$ cat config.mk
export PLATFORM = sky130hd
export DESIGN_NAME = tdp_divider
export DESIGN_NICKNAME = d
export VERILOG_FILES = /design/src/rtl/core/tdp_pkg.sv /design/src/rtl/core/tdp_divider.sv
export SDC_FILE = /design/constraint.sdc
export NUM_CORES = 1
export LEC_CHECK = 0
export BUFFER_PORTS_ARGS = -buffer_cell sky130_fd_sc_hd__buf_2
export CORE_UTILIZATION = 45
export CTS_CLUSTER_DIAMETER = 120
export CTS_CLUSTER_SIZE = 14
export DETAILED_ROUTE_END_ITERATION = 6
export GPL_TIMING_DRIVEN = 1
export PLACE_DENSITY_LB_ADDON = 0.25
export SYNTH_ARGS = -nofsm -noshare
export SYNTH_HDL_FRONTEND = slang
export SYNTH_SLANG_ARGS = --single-unit
$ cat constraint.sdc
create_clock -name clk -period 3.8 [get_ports clk]
set_input_delay 0 -clock clk [delete_from_list [all_inputs] [get_ports clk]]
set_output_delay 0 -clock clk [all_outputs]
set_load 0.02 [all_outputs]
$ cat src/rtl/core/tdp_pkg.sv
// Shared widths, constants and divider interface types for the prime test block.
package tdp_pkg;

	localparam int VALUE_BITS = 32;
	localparam int MAG_BITS   = VALUE_BITS - 1;
	localparam int CNT_BITS   = $clog2(MAG_BITS + 1);

	typedef logic [MAG_BITS-1:0] mag_t;
	typedef logic [CNT_BITS-1:0] cnt_t;

	localparam mag_t SMALLEST_PRIME = MAG_BITS'(2);
	localparam mag_t FIRST_DIVISOR  = MAG_BITS'(3);
	localparam mag_t DIVISOR_STEP   = MAG_BITS'(2);

	typedef struct packed {
		logic start;
		mag_t dividend;
		mag_t divisor;
	} div_req_t;

	typedef struct packed {
		logic done;
		mag_t quotient;
		mag_t remainder;
	} div_rsp_t;

endpackage

$ cat src/rtl/core/tdp_divider.sv
// Restoring divider that produces one quotient bit per cycle.
module tdp_divider
	import tdp_pkg::*;
(
	input  logic     clk,
	input  logic     arst_n,
	input  div_req_t req,
	output div_rsp_t rsp
);

	logic             busy_q;
	logic             done_q;
	cnt_t             cnt_q;
	mag_t             quo_q;
	mag_t             rem_q;
	mag_t             div_q;
	logic [MAG_BITS:0] shifted;
	logic [MAG_BITS:0] diff;
	logic             fits;

	assign shifted = {rem_q, quo_q[MAG_BITS-1]};
	assign diff    = shifted - {1'b0, div_q};
	assign fits    = (shifted >= {1'b0, div_q});

	always_ff @(posedge clk or negedge arst_n) begin
		if (!arst_n) begin
			busy_q <= 1'b0;
			done_q <= 1'b0;
			cnt_q  <= '0;
		end else if (req.start) begin
			busy_q <= 1'b1;
			done_q <= 1'b0;
			cnt_q  <= CNT_BITS'(MAG_BITS);
		end else if (busy_q) begin
			cnt_q <= cnt_q - cnt_t'(1);
			if (cnt_q == cnt_t'(1)) begin
				busy_q <= 1'b0;
				done_q <= 1'b1;
			end
		end else begin
			done_q <= 1'b0;
		end
	end

	always_ff @(posedge clk) begin
		if (req.start) begin
			quo_q <= req.dividend;
			rem_q <= '0;
			div_q <= req.divisor;
		end else if (busy_q) begin
			quo_q <= {quo_q[MAG_BITS-2:0], fits};
			rem_q <= fits ? diff[MAG_BITS-1:0] : shifted[MAG_BITS-1:0];
		end
	end

	assign rsp.done      = done_q;
	assign rsp.quotient  = quo_q;
	assign rsp.remainder = rem_q;

endmodule

# Yosys cells after proc, flatten, opt, wreduce, memory -nomap -nowiden
# Index checks and enable logic that the tools add are counted.
# totals
mem_count	0
ff_bits	100
mem_bits_ro	0
out_inout_bits	63
ram_bits	0
wordCells	23
in_bits	65
latch_bits	0
# op_classes
n_reduce_logical	1
n_bitwise	0
shifts	0
mul	0
add_sub_neg	2
n_div	0
eq_ne	2
order_cmp	1
mux	11
# op_table
op	count
$mux 31	3
$ge 32x31->1	1
$sub 31x31->31	1
$mux 5	2
$mux 1	6
$eq 5x1->1 const B	1
$sub 5x1->5 const B	1
$ne 3x2->1 const B	1
$reduce_bool 2->1	1

# Logic depth before layout (Yosys ltp)
# Gate-level depths: netlist (run 1).
# depth
ltp_word	4
ltp_mapped	13
mapped_depth_nobuf	11

# Least setup slack after synthesis (run 1)
# OpenSTA, ideal clock, no wires.
# synth_timing
kind	flip-flop to flip-flop
start	reg quo_q[30]
end	reg quo_q[0], data pin
required_ps	3540
path_slack_ps	721
setup_ps	260
n_path_buf	2
synth_period_minus_slack_ps	3079
stages_incl_launch_ff	13
arrival_time_ps	2819
cell_sequence	edfxtp_1 -> inv_1 -> ha_1 -> fa_1 -> nor2b_1 -> o31a_1 -> o311a_1 -> o211ai_2 -> a2111oi_4 -> or2_2 -> buf_6 -> buf_6 -> mux2_2
# synth_between
elab_chain_cells	3
# synth_rtl
item	line	text
start, declared	tdp_divider.sv:14	mag_t quo_q;
start signal, assigned	tdp_divider.sv:47	quo_q <= req.dividend;
start signal, assigned	tdp_divider.sv:51	quo_q <= {quo_q[MAG_BITS-2:0], fits};
$ge 32x31->1	tdp_divider.sv:23	assign fits = (shifted >= {1'b0, div_q});
$mux 31	tdp_divider.sv:50	end else if (busy_q) begin
$mux 31	tdp_divider.sv:46	if (req.start) begin
# Every way passes these cells. The select of a mux whose other input is x is not followed.
# A chain may end at the register's enable or synchronous reset.

# Worst setup path in the final report (run 1)
# layout_timing
start	reg quo_q[30]
end	reg rem_q[20]
# layout_between
elab_chain_cells	2
# layout_rtl
item	line	text
$sub 31x31->31 / $ge 32x31->1 (equally long branches)	tdp_divider.sv:22, tdp_divider.sv:23	
$mux 31 *	tdp_divider.sv:52	rem_q <= fits ? diff[MAG_BITS-1:0] : shifted[MAG_BITS-1:0];
end signal, assigned	tdp_divider.sv:52	
end, declared	tdp_divider.sv:15	mag_t rem_q;
# Mark *: on every way between the ends. The rest lies on a longest branch, timed or not.

==> summary.md, run 1 <==
| Metric | Value |
|---|---|
| Combinational cell fraction of total power | 48.5% |
| Most common cell in the netlist | edfxtp_1 |
| CP top delay family | compound AO/OA/AOI/OAI gates |
| Fin crit share | 90.43% |
| Reg clk slew, reported paths | 70 ps |
| First-pass GRT wire length | 23.86 mm |
| Post-Syn Area per Cell | 10.17 um2 |
| Met1 GRT Util | 29.11% |
| Fmax | 291.0 MHz |
| Core ar. | 12570 um2 |
| Routed via count | 4968 |
| YS warnings | 0 |
| DR WL/cell | 16.09 um |
| Fillers | 1021 |
| IO buf count | 127 |
| Fin Setup TNS | 0 ps |
| Max VDD drop | 350.0 uV |
| DIE WIDTH | 115.3 um |
| Met2 usage | 39.68% |
| PD cells | 659.1 nW/um2 |
| Int Power | 2907 uW |
| Clk_lat worst skew | 360 ps |
| Startpoint types | register |
| Mapped Cells | 568 |
| Final Critical Period | 3436 ps |
| Fin area | 7528 um2 |
| Post-synth top cells | edfxtp_1, nand2_1, inv_1 |
| Clock Skew | 9.963 ps |
| Max Root-Sink Buffers | 2 |
| Sw Ratio | 41.40% |
| Wire length after detailed routing | 15.01 mm |
| Normalized max-slew margin | 39.50% |
| Vias/cell | 5.325 |
| Fin. Hold Viols | 0 |
| Seq/Total Area, Yosys | 46.02% |
| Total grt overflow | 0 |
| Flops & latches, synth | 100 |
| Sink Count | 100 |
| Postcts setup bufs | 0 |
| GR Util met3 | 6.800% |
| PnR worst setup slack | 363.5 ps |
| Clk pwr share | 19.5% |
| Antenna violations before repair | 0 |
| Crit-path max FO | 15 |
| Final Non-Filler Cells | 933 |
| CP endpoint kind | register |
| DRT iter0 DRCs | 351 |
| Top Ports | 128 |
| Critical path class | reg -> reg |
| Largest net degree at the start of global routing | 49 |
| Synthesized area | 5774 um2 |
| GRT busiest layer | met2 |
| Crit path buf inv count | 2 |
| Netlist cell types | 67 |
| Final core occ | 59.90% |
| CTS tree | built |
| Largest area contributor in the netlist | edfxtp_1 |
| Hold-fix buffers, CTS | 64 |
| GRT Util Overall | 23.50% |
| Run status | completed |
| Starting density of the core | 45.94% |
| Most used DFF post-synth | edfxtp_1 |
| H-tree levels | 3 |
| Antenna cells | 0 |
| PostCTS Resize Cnt | 0 |
| Slew @ Worst Pin | 906.6 ps |
| Crit path DAT | 3700 ps |
| Post-DP HPWL | 10.43 mm |
| Vias in the first global route | 4901 |
| Antenna-violating nets left | 0 |
| Die height | 115.3 um |
| Critical Path Max Stage Delay | 430 ps |
| Worst EP required | 4060 ps |
| Worst slack at placement | 405.9 ps |
| Post-placement cell count | 853 |
| Final RePlAce weighted congestion | 0.9006 |
| Row cnt | 41 |
| Hold Crit Class | in -> reg |
| Async S/R FF share, synth | 7.000% |
| Top cell type's share of synthesized area | 32.24% |
| Reg power frac | 32.0% |
| DRT Pass-1 Iters | 5 |
| Leak | 0.003293 uW |
| DRC | 0 |
| CTS root buf | clkbuf_16 |
| Post-synth EDFFs | 62 |
| Slew Limit Fails | 0 |
| Nets@finish | 855 |
| Crit path cell chain | inv_1, ha_1, fa_1, nor2b_1, o31a_1, o311a_1, o211ai_2, a2111oi_4, or2_2, buf_4, o31ai_1, a311oi_1 |
| Placed Area | 6580 um2 |
| Area delta synth->final | 30.38% |
| Final setup fails | 0 |
| Slowest CP cell | a2111oi_4 |
| Max_cap viols | 0 |
| Number of buffers created by CTS | 9 |
| Top post-synthesis cells by area | edfxtp_1, dfxtp_1, ha_1 |
| Share of cells above drive strength 1 | 24.97% |
| P_sw | 2055 uW |
| RSZ-0062 raised after global routing | false |
| Die ar. | 13290 um2 |
| Syn Nets | 667 |
cell families after synthesis:
family | after synthesis | share of synthesized area [%]
buffers and inverters | 72 | 5.070
muxes | 44 | 8.321
DFF | 100 | 46.02
AOI/OAI and AO/OA | 149 | 17.83
and+or+nand+nor | 150 | 12.37
xor gates and xnor gates | 19 | 2.882
adders and majority gates | 34 | 7.497
flip-flops by register name, summed over array words and instances (netlist names):
register / cells
cnt_q: 5
div_q: 31
quo_q: 31
rem_q: 31
done_q: 1
busy_q: 1
power groups by stage:
| stage | combinational [uW] | sequential, uW | clock [uW] |
|---|---|---|---|
| finish | 2410 | 1590 | 967 |
| global route | 2650 | 1620 | 1030 |
| CTS | 2400 | 1590 | 985 |
| detailed placement | 2330 | 1610 | 0 |
| global placement | 2290 | 1600 | 0 |
| floorplan | 1550 | 1780 | 0 |
layout by cell type (no fill, tap or decap), drive strengths merged, types with 4 or more instances in the layout:
cell type	instances
xor2	4
nand2	55
nor2	38
dfrtp	7
o211ai	6
xnor2	15
o21bai	4
a311oi	11
nor2b	6
nand3	8
o21a	10
buf	135
or3	4
mux2i	12
nand2b	6
nor3b	4
dfxtp	31
ha	33
a21oi	31
edfxtp	62
o21ai	37
dlygate4sd3	64
a21o	9
nor3	8
clkbuf	9
inv	53
mux2	32
a211oi	6
nand4	4
cell type report:
cell class	count	area [um2]	area share, %
Timing Repair Buffer	199	1336	17.75
Clock buffer	9	225.2	2.992
Tap cell	172	215.2	2.859
Inverter	50	187.7	2.493
Multi-Input combinational cell	396	2824	37.51
Clock inverter	7	82.58	1.097
Sequential cell	100	2658	35.30
per-layer routing:
layer,wire length (um),part of all wire [%]
met2,7267,48
met4,193,1.3
met5,0,0
met3,977,6.5
met1,6574,44
final timing paths:
path / start / end / slack, ps / cells after the start
hold reg to reg: rem_q[30]$_SDFFE_PP0P_ / rem_q[30]$_SDFFE_PP0P_ / 490 / 2
min in group asynchronous: arst_n / cnt_q[0]$_DFFE_PN0P_ / 580 / 3
setup / recovery: quo_q[30]$_DFFE_PP_ / rem_q[20]$_SDFFE_PP0P_ / 360 / 12
setup reg to reg: quo_q[30]$_DFFE_PP_ / rem_q[20]$_SDFFE_PP0P_ / 360 / 12
max in group asynchronous: arst_n / busy_q$_DFF_PN0_ / 2980 / 3
hold / removal: req[62] / div_q[29]$_DFFE_PP_ / 240 / 1
per-stage QoR:
| step | hold WS, ps | power [uW] |
|---|---|---|
| 6_report | 237.2 | 4962 |
| 5_1_grt | 259.7 | 5298 |
| 4_1_cts | 232.7 | 4970 |
| 3_5_place_dp | -159.3 | 3939 |
| 3_3_place_gp | -164.2 | 3891 |
| 2_1_floorplan | -295.6 | 3326 |
Power figures use the tool's default switching activity.
==> run 2: changes to the inputs <==
--- a/config.mk
+++ b/config.mk
@@ -11,6 +11,7 @@
 export CTS_CLUSTER_SIZE = 14
 export DETAILED_ROUTE_END_ITERATION = 6
 export GPL_TIMING_DRIVEN = 1
+export MAX_ROUTING_LAYER = met4
 export PLACE_DENSITY_LB_ADDON = 0.25
 export SYNTH_ARGS = -nofsm -noshare
 export SYNTH_HDL_FRONTEND = slang
==> run 2 against run 1 <==
  * Clock power about the same
  * Clock-buffer cell count is the same
  * Die area unchanged
  * Hold slack better by 4.0 ps
  * Maximum frequency down 0.47%
  * First-iteration DRC count shrank 11%
  * Cell count is the same
  * Sequential power about the same
  * Final area is the same
  * Combinational power is essentially flat
  * Total power about the same
  * Critical path type unchanged
  * Critical endpoint unchanged
  * Highest routed layer unchanged
==> summary.md, run 2 (synthesized netlist as in run 1, its figures left out) <==
| Metric | Value |
|---|---|
| R2R Setup Slk | 350 ps (-20 ps) |
| Slew @ Worst Pin | 945.9 ps (+39.31 ps) |
| Reg clk slew, reported paths | 70 ps (about the same) |
| Startpoint types | register |
| Antenna cells | 0 (unchanged) |
| Nets@finish | 855 (unchanged) |
| CP Capture Point | rem_q[20]$_SDFFE_PP0P_ |
| Fillers | 1021 (unchanged) |
| Area of the multi-input gates | 2824 um2 (unchanged) |
| Largest regs | div_q x31, quo_q x31, rem_q x31 |
| Routed via count | 4994 (+0.52%) |
| Critical path class | reg -> reg |
| Top Ports | 128 (unchanged) |
| Worst EP required | 4060 ps (about the same) |
| Area delta synth->final | 30.38% (unchanged) |
| Run status | completed |
| Reg power frac | 32.0% (about the same) |
| H-tree levels | 3 (unchanged) |
| Fin. Hold Viols | 0 (unchanged) |
| Max VDD drop | 350.5 uV (+0.15%) |
| Starting density of the core | 45.94% (unchanged) |
| Vias/cell | 5.353 (+0.52%) |
| Largest net degree at the start of global routing | 49 (unchanged) |
| CP Launch Point | quo_q[30]$_DFFE_PP_ |
| PD cells | 659.6 nW/um2 (about the same) |
| Max Root-Sink Buffers | 2 (unchanged) |
| Fin area | 7528 um2 (unchanged) |
| RSZ-0062 raised after global routing | false |
| Core ar. | 12570 um2 (unchanged) |
| Fmax | 289.6 MHz (-0.47%) |
| Wire length after detailed routing | 15.04 mm (+0.19%) |
| Crit path cell chain | inv_1, ha_1, fa_1, nor2b_1, o31a_1, o311a_1, o211ai_2, a2111oi_4, or2_2, buf_4, o31ai_1, a311oi_1 |
| Max_cap viols | 0 (unchanged) |
| Normalized max-slew margin | 36.87% (-2.6 points) |
| DRC | 0 (unchanged) |
| CTS tree | built |
| Clk pwr share | 19.4% (about the same) |
| Met3 wire len | 954 um (-2.4%) |
| Die height | 115.3 um (unchanged) |
| DRT Pass-1 Iters | 5 (unchanged) |
| Final Non-Filler Cells | 933 (unchanged) |
| RR Endpoint | rem_q[20]$_SDFFE_PP0P_ |
| Clk_lat worst skew | 360 ps (about the same) |
| First-pass GRT wire length | 23.79 mm (-0.29%) |
| Design Power | 4966 uW (about the same) |
| Crit path DAT | 3710 ps (about the same) |
| Critical Path Max Stage Delay | 430 ps (about the same) |
| Total grt overflow | 0 (unchanged) |
| Sw Ratio | 41.45% (+0.044 points) |
| R2r startpoint | quo_q[30]$_DFFE_PP_ |
| Int Power | 2907 uW (unchanged) |
| Crit-path max FO | 15 (unchanged) |
| Wl on met1 | 6.618 mm (+0.67%) |
| GRT Util Overall | 24.21% (+0.71 points) |
| Post-DP HPWL | 10.43 mm (unchanged) |
| Most frequent cells in the layout | buf_2, dlygate4sd3_1, edfxtp_1 |
| Met2 wire length | 7.310 mm (+0.59%) |
| Combinational cell fraction of total power | 48.6% (about the same) |
| Antenna violations before repair | 0 (unchanged) |
| Post-placement cell count | 853 (unchanged) |
| Number of buffers created by CTS | 9 (unchanged) |
| Placed Area | 6580 um2 (unchanged) |
| Clock Skew | 8.803 ps (-1.160 ps) |
| Fin Setup TNS | 0 ps (unchanged) |
| Sink Count | 100 (unchanged) |
| DRT iter0 DRCs | 312 (-11%) |
| DIE WIDTH | 115.3 um (unchanged) |
| Slew Limit Fails | 0 (unchanged) |
| IO buf count | 127 (unchanged) |
| Final RePlAce weighted congestion | 0.9159 (+1.7%) |
| Antenna-violating nets left | 0 (unchanged) |
| Die ar. | 13290 um2 (unchanged) |
| Flip-flop and latch area | 2658 um2 (unchanged) |
| Share of cells above drive strength 1 | 24.97% (unchanged) |
| Cells on worst reg2reg path | 12 (unchanged) |
| Hold Crit Class | in -> reg |
| DR WL/cell | 16.12 um (+0.19%) |
| Final setup fails | 0 (unchanged) |
| CTS root buf | clkbuf_16 |
| Vias in the first global route | 4916 (+0.31%) |
| Fin crit share | 90.86% (+0.42 points) |
| Row cnt | 41 (unchanged) |
| Final Critical Period | 3453 ps (+16.08 ps) |
| CP endpoint kind | register |
| DR top layer | met4 |
| Leading cell type in the layout, fill and taps excluded | buf_2 |
| Slowest CP cell | a2111oi_4 |
| PostCTS Resize Cnt | 0 (unchanged) |
| Leak | 0.003293 uW (unchanged) |
| P_sw | 2058 uW (+0.18%) |
-- run 2: cell counts in the layout (fill, tap and decap cells not counted) --
No cell type changed its count.
-- run 2: worst min-delay path by stage --
stage                     cells past startpoint     from                    to  slack (ps)
after floorplan                               0   arst_n      busy_q$_DFF_PN0_        -300
after global placement                        1   arst_n  cnt_q[0]$_DFFE_PN0P_        -160
after detailed placement                      1   arst_n  cnt_q[0]$_DFFE_PN0P_        -160
after CTS                                     1  req[62]   div_q[30]$_DFFE_PP_         230
after global routing                          1  req[62]   div_q[26]$_DFFE_PP_         260
final                                         1  req[62]   div_q[29]$_DFFE_PP_         240
-- run 2: metal layers --
metal  vias up  track usage [%]
met1      2356            29.54
met5         -                -
li1       2463                -
met3        10            5.851
met4         0            7.013
met2       165            39.76
-- run 2: worst max-delay path: cells and delay by family (launching register included) --
kind | cells | cell delay (ps)
flip-flops | 1 | 380
buffers and inverters | 2 | 310
AND/OR/NAND/NOR | 2 | 600
adder cells (fa/ha/maj) | 2 | 640
AO/OA/AOI/OAI | 6 | 1430
-- run 2: power by group through the flow --
stage          clock, uW  sequential [uW]  combinational, uW
4_1_cts              985             1590               2400
5_1_grt             1020             1620               2650
2_1_floorplan          0             1780               1550
6_report             965             1590               2410
3_3_place_gp           0             1600               2290
3_5_place_dp           0             1610               2330
-- run 2: cell type report --
| class | instances | area share, % |
|---|---|---|
| clock inverters | 7 | 1.097 |
| flip-flops and latches | 100 | 35.30 |
| well taps | 172 | 2.859 |
| multi-input cells | 396 | 37.51 |
| repair buffers | 199 | 17.75 |
| clock buffers | 9 | 2.992 |
| inverters | 50 | 2.493 |
-- run 2: stage by stage --
step / hold WS [ps] / setup slack (ps) / util (%)
global placement: -164.2 / 565.3 / 52.35
floorplan: -295.6 / 720.9 / -
finish: 241.2 / 347.4 / 59.90
CTS: 232.7 / 368.3 / 59.90
global route: 261.0 / 123.3 / 59.90
detailed placement: -159.3 / 405.9 / 52.35
-- run 2: what timing repair did --
item | 4_1_cts | 5_1_grt
endpoints found under the hold margin | 69 | 0
setup buffers | 0 | 0
hold buffers | 64 | 0
